==> config.mk <==
export PLATFORM = sky130hd
export DESIGN_NAME = ffib_front
export DESIGN_NICKNAME = d
export VERILOG_FILES = /design/src/sv/ffib_pkg.sv /design/src/sv/ffib_front.sv
export SDC_FILE = /design/constraint.sdc
export NUM_CORES = 1
export LEC_CHECK = 0
export BUFFER_PORTS_ARGS = -buffer_cell sky130_fd_sc_hd__buf_4
export CAP_MARGIN = 20
export CORE_ASPECT_RATIO = 0.9
export CORE_UTILIZATION = 52
export CTS_CLUSTER_SIZE = 14
export DETAILED_ROUTE_END_ITERATION = 8
export PLACE_DENSITY = 0.79
export SETUP_SLACK_MARGIN = 0.5
export SYNTH_ARGS = -nofsm -noshare
export SYNTH_HDL_FRONTEND = slang
export SYNTH_SLANG_ARGS = --single-unit
==> constraint.sdc <==
create_clock -name clk -period 4.73 [get_ports clk]
set_clock_uncertainty 0.1 [all_clocks]
set_input_delay 0.946 -clock clk [delete_from_list [all_inputs] [get_ports clk]]
set_output_delay 0.946 -clock clk [all_outputs]
set_load 0.1 [all_outputs]
==> src/sv/ffib_pkg.sv <==
// types and codes shared by the drawing engine modules
`default_nettype none
package ffib_pkg;

	localparam logic [2:0] ACT_CLEAR   = 3'd0;
	localparam logic [2:0] ACT_FILL    = 3'd1;
	localparam logic [2:0] ACT_OUTLINE = 3'd2;
	localparam logic [2:0] ACT_START   = 3'd3;
	localparam logic [2:0] ACT_BYTE    = 3'd4;
	localparam logic [2:0] ACT_READ    = 3'd5;

	localparam logic [1:0] PM_BG  = 2'd0;
	localparam logic [1:0] PM_FG  = 2'd1;
	localparam logic [1:0] PM_INV = 2'd2;
	localparam logic [1:0] PM_BAD = 2'd3;

	localparam logic CFG_FG = 1'b0;
	localparam logic CFG_BG = 1'b1;

	localparam logic [23:0] FG_RESET = 24'hFFFFFF;
	localparam logic [23:0] BG_RESET = 24'h404040;

	typedef struct packed {
		logic [2:0]  action;
		logic [7:0]  x_start;
		logic [7:0]  y_start;
		logic [7:0]  x_end;
		logic [7:0]  y_end;
		logic [7:0]  bitmap_width;
		logic [7:0]  bitmap_height;
		logic [1:0]  paint_mode;
		logic [7:0]  bitmap_byte;
	} in_item_t;

	typedef struct packed {
		logic [23:0] pixel_colour;
		logic        error;
		logic        blit_complete;
	} out_item_t;

	typedef enum logic [2:0] {
		CMD_CLEAR,
		CMD_FILL,
		CMD_OUTLINE,
		CMD_START,
		CMD_BYTE,
		CMD_READ,
		CMD_BAD
	} cmd_kind_t;

	typedef struct packed {
		cmd_kind_t kind;
		logic      bad_mode;
		in_item_t  item;
	} cmd_t;

	typedef enum logic [2:0] {
		ST_IDLE,
		ST_SEG,
		ST_PIX,
		ST_PIXW,
		ST_BYTE,
		ST_RDW,
		ST_FIN
	} back_state_t;

endpackage
`default_nettype wire

==> src/sv/ffib_front.sv <==
// front end: accepts commands, classifies them and queues them for the back end
`default_nettype none
module ffib_front (
	input  wire logic              clk,
	input  wire logic              arst_n,
	input  wire logic              in_valid,
	output logic                   in_stall,
	input  wire ffib_pkg::in_item_t in_item,
	output logic                   cmd_valid,
	output ffib_pkg::cmd_t         cmd,
	input  wire logic              cmd_pop
);

	ffib_pkg::cmd_t fifo_q [2];
	logic           wr_ptr_q;
	logic           rd_ptr_q;
	logic [1:0]     count_q;
	ffib_pkg::cmd_t cls;
	logic           push;

	always_comb begin
		cls.item     = in_item;
		cls.bad_mode = 1'b0;
		case (in_item.action)
			ffib_pkg::ACT_CLEAR: begin
				cls.kind = ffib_pkg::CMD_CLEAR;
			end
			ffib_pkg::ACT_FILL: begin
				cls.kind     = ffib_pkg::CMD_FILL;
				cls.bad_mode = in_item.paint_mode == ffib_pkg::PM_BAD;
			end
			ffib_pkg::ACT_OUTLINE: begin
				cls.kind     = ffib_pkg::CMD_OUTLINE;
				cls.bad_mode = in_item.paint_mode == ffib_pkg::PM_BAD;
			end
			ffib_pkg::ACT_START: begin
				cls.kind     = ffib_pkg::CMD_START;
				cls.bad_mode = in_item.paint_mode == ffib_pkg::PM_INV
					|| in_item.paint_mode == ffib_pkg::PM_BAD;
			end
			ffib_pkg::ACT_BYTE: begin
				cls.kind = ffib_pkg::CMD_BYTE;
			end
			ffib_pkg::ACT_READ: begin
				cls.kind = ffib_pkg::CMD_READ;
			end
			default: begin
				cls.kind = ffib_pkg::CMD_BAD;
			end
		endcase
	end

	assign in_stall  = count_q[1];
	assign push      = in_valid && !in_stall;
	assign cmd_valid = count_q != 2'd0;
	assign cmd       = fifo_q[rd_ptr_q];

	always_ff @(posedge clk) begin
		if (push) begin
			fifo_q[wr_ptr_q] <= cls;
		end
	end

	always_ff @(posedge clk or negedge arst_n) begin
		if (!arst_n) begin
			wr_ptr_q <= 1'b0;
			rd_ptr_q <= 1'b0;
			count_q  <= 2'd0;
		end else begin
			if (push) begin
				wr_ptr_q <= !wr_ptr_q;
			end
			if (cmd_pop) begin
				rd_ptr_q <= !rd_ptr_q;
			end
			count_q <= count_q + {1'b0, push} - {1'b0, cmd_pop};
		end
	end

endmodule
`default_nettype wire

# == Word level (Yosys, flattened, before mapping) ==
# Memories as Yosys holds them, arrays and structs flattened.
# Cells that the tools add are included.
# word_totals
regBits,4
latchBits,0
ram_bits,130
mem_bits_ro,0
wordCells,25
mem_count,1
# memory_table
memory,depth,word_bits,rd,rd_clocked_by_memory_dff,wr,line,text
fifo_q,2,65,1,0,1,ffib_front.sv:14,ffib_pkg::cmd_t fifo_q [2];
# op_classes
add_sub_neg,2
mul,0
n_div,0
magnitude_cmp,0
n_eq_ne,7
shifts,0
mux,4
n_bitwise,0
n_reduce_logical,8
# ops
cell,count
3-bit case mux with 6 select lines,1
3-bit by 2-bit == test with 1-bit output (second input constant),2
3-bit == test (second input constant),2
2-bit == test (second input constant),2
3-bit by 1-bit == test with 1-bit output (second input constant),1
1-bit zero test,3
3-bit zero test,1
2-bit by 1-bit adder with 2-bit output,1
1-bit two-way mux,2
1-bit case mux with 2 select lines,1
2-bit nonzero test,1
2-bit OR reduction,1
2-bit by 1-bit subtractor with 2-bit output,1
1-bit logical AND,1
1-bit logical OR,1

# == Longest topological paths before layout ==
# depth
word_depth,4
mapped_depth,6
mapped_depth_nobuf,6

# == Worst setup path after synthesis ==
# OpenSTA, ideal clock, no wires.
# synth_timing
path_type,register to register
start,register count_q[1]
end,"memory fifo_q[0][0] in the netlist's numbering, enable pin"
arrival_ps,3844
required_time_ps,4142
slack_ps,297
path_stages_with_launch,3
n_path_buf,0
cell_sequence,dfrtp_1 -> nand2b_1 -> nor2_1
# synth_between
elab_chain_len,4
# synth_lines
element,line,text
"start, declared",ffib_front.sv:17,logic [1:0] count_q;
"start signal, assigned",ffib_front.sv:76,"count_q <= count_q + {1'b0, push} - {1'b0, cmd_pop};"
1-bit zero test,ffib_front.sv:54,assign push = in_valid && !in_stall;
1-bit logical AND,ffib_front.sv:54,
1-bit two-way mux,ffib_front.sv:59,if (push) begin
1-bit two-way mux (implied by the code),ffib_front.sv:60,fifo_q[wr_ptr_q] <= cls;
"end, declared",ffib_front.sv:14,
# Every way passes these cells.

==> out/results.ini <==
[outcome]
status=finished, final reports clean

[timing]
worst_pin_slew_ns=1.12
grt_setup_unrepaired=false
tns_ns=0
fin_crit_ns=3.43
setup_violations=0
max_slew_margin_pct=25.1
period_share_pct=72.5
fmax_ghz=0.291
hold_viol_final=0
maxSlewViolCount=0
layout_setup_ws_ns=1.30

[detailed_routing]
dr.first_iter.drc_count=115
num_vias=2530
ant_nets=0
wl_per_cell_um=17.1
drc=0
wirelength_um=8570
drt_pre_antenna_iters=4
viasPerCell=5.04

[clock_tree]
cts_root_buffer=clkbuf_8
cts_setup_buffers=0
clk_latency_ns=0.50
clock-sinks=134
cts_inserted_buffers=17
cts_tree=done
cts_buffer_depth=2
cts_resized=0
htree_levels=4
ctsHoldBuffers=0
clk_transition_reported_paths_ns=0.06

[critical_path]
crit_end=cmd[8]
ff2ff_setup_slack_ns=2.90
slowest_stage=dfrtp_4
r2r_start=count_q[1]$_DFF_PN0_
startpoint=rd_ptr_q$_DFFE_PN0P_
path_max_fanout=66
timing.rr.end=fifo_q[0][38]$_DFFE_PP_
crit_path_end_kind=output pin
crit_type=reg -> out
cp-start-kind=register
slowest_delay_ns=1.17
worstPathArrival_ns=2.39
crit_chain=mux2_2 > buf_4
cp_data_required_time_ns=3.68
rr_worst_depth=3

[yosys]
synth.distinct_cells=17
syn_area_mm2=0.00507
synth_common_cells=edfxtp_1 (130), mux2_4 (40), mux2_2 (25)
yosys-top-cells-area=edfxtp_1 (77%), mux2_4 (12%), mux2_2 (5.5%)
ys_seq_area_share_pct=78.9
ys.flop_type=edfxtp_1
synth_edf_count=130
syn_nets=290
async_flop_share_pct=2.99
synth_cells=223
avgSynthCellArea_um2=22.8
yosysMostFrequentCell=edfxtp_1
synth_top_cell_by_area=edfxtp_1
ys_warn_count=0
ys_ff_latch=134
synth_top_area_share_pct=76.9

[place]
place.gp.congestion=0.729
placedCellCount=471
hpwl_um=5450
place_area_mm2=0.00618
dp_slack_ns=1.82
buffer_ports.inserted=131

[worst_hold_path]
hp-class=in -> async

[die]
start_util_pct=54.6
core_mm2=0.00929
io-pin-count=132
fp.dieArea_mm2=0.0102
rows=33
die_w_um=106
die_h_um=95.7

[global_route]
grt.total_usage_pct=17.4
grt_antenna_before_repair=0
grt_pass1_vias=2581
grt_max_degree=67
grt_overflow=0
grt_pass1_wl_um=12800

[finish]
layout-drive-gt1-share_pct=61.3
final_cells=502
area_growth_pct=34.7
design_area_mm2=0.00683
n_antenna_cell=0
nNetsFinal=435

[run]
cap_violations=0

layout by cell type, fill, tap and decap left out:
cell,Yosys,layout
xor2_1,1,1
clkinvlp_4,0,2
nand2b_1,1,1
clkbuf_16,0,16
clkinv_1,0,1
nor2_4,0,2
clkinv_2,0,1
inv_1,2,2
dfrtp_1,4,3
clkbuf_1,2,1
dfrtp_4,0,1
and3b_1,1,1
edfxtp_1,130,130
maj3_1,1,1
clkbuf_8,0,1
clkinv_4,0,3
or2_2,1,1
a21boi_0,1,1
xnor2_1,3,3
bufinv_16,0,6
mux2_4,40,40
buf_4,0,135
mux2_2,25,25
ha_1,2,2
cell families after synthesis:
kind of cell	synth area share (%)
flip-flops	78.9
AO/OA/AOI/OAI	0.148
adder cells (fa/ha/maj)	0.690
multiplexers	17.4
buffers and inverters	1.60
AND/OR/NAND/NOR	0.567
XOR/XNOR	0.691
sequential cells by signal, summed over array words and instances, names as in the netlist:
name,count
fifo_q,130
rd_ptr_q,1
wr_ptr_q,1
count_q,2
critical path: cells and delay by family (launching register included):
kind	cells	cell delay [ns]
buffers and inverters	1	0.24
multiplexers	1	0.44
flip-flops	1	1.17
worst min path at each step:
stage / start / end / slack, ns / cells after the start
floorplan: wr_ptr_q$_DFFE_PN0P_ / wr_ptr_q$_DFFE_PN0P_ / 0.37 / 1
global placement: count_q[0]$_DFF_PN0_ / count_q[0]$_DFF_PN0_ / 0.39 / 1
detailed placement: count_q[0]$_DFF_PN0_ / count_q[0]$_DFF_PN0_ / 0.39 / 1
CTS: arst_n / count_q[1]$_DFF_PN0_ / 0.10 / 1
global route: arst_n / count_q[0]$_DFF_PN0_ / 0.1 / 1
finish: arst_n / count_q[0]$_DFF_PN0_ / 0.13 / 1
cell type report:
class / instances / area (um2)
timing repair buffer: 135 / 1010
fill: 563 / 2460
clock buffer: 18 / 418
multi-input combinational: 78 / 1000
tap: 122 / 153
sequential: 134 / 4010
clock inverter: 13 / 230
inverter: 2 / 7.51
layer usage:
metal / up-vias / GRT usage (%) / part of all wire [%]
met2: 118 / 28.1 / 48
met3: 7 / 6.97 / 8.4
met1: 1241 / 21.2 / 43
li1: 1164 / - / -
met5: - / 0 / 0
met4: 0 / 6.60 / 0.65
per-stage QoR:
stage | util [%] | hold WS, ns
after floorplan | - | 0.368
after global placement | 66.6 | 0.391
after detailed placement | 66.6 | 0.389
after CTS | 73.5 | 0.101
after global routing | 73.5 | 0.0974
final | 73.5 | 0.133
Power is not shown: default switching activity piles up to over one toggle a cycle in this logic, so the estimate is an artifact.
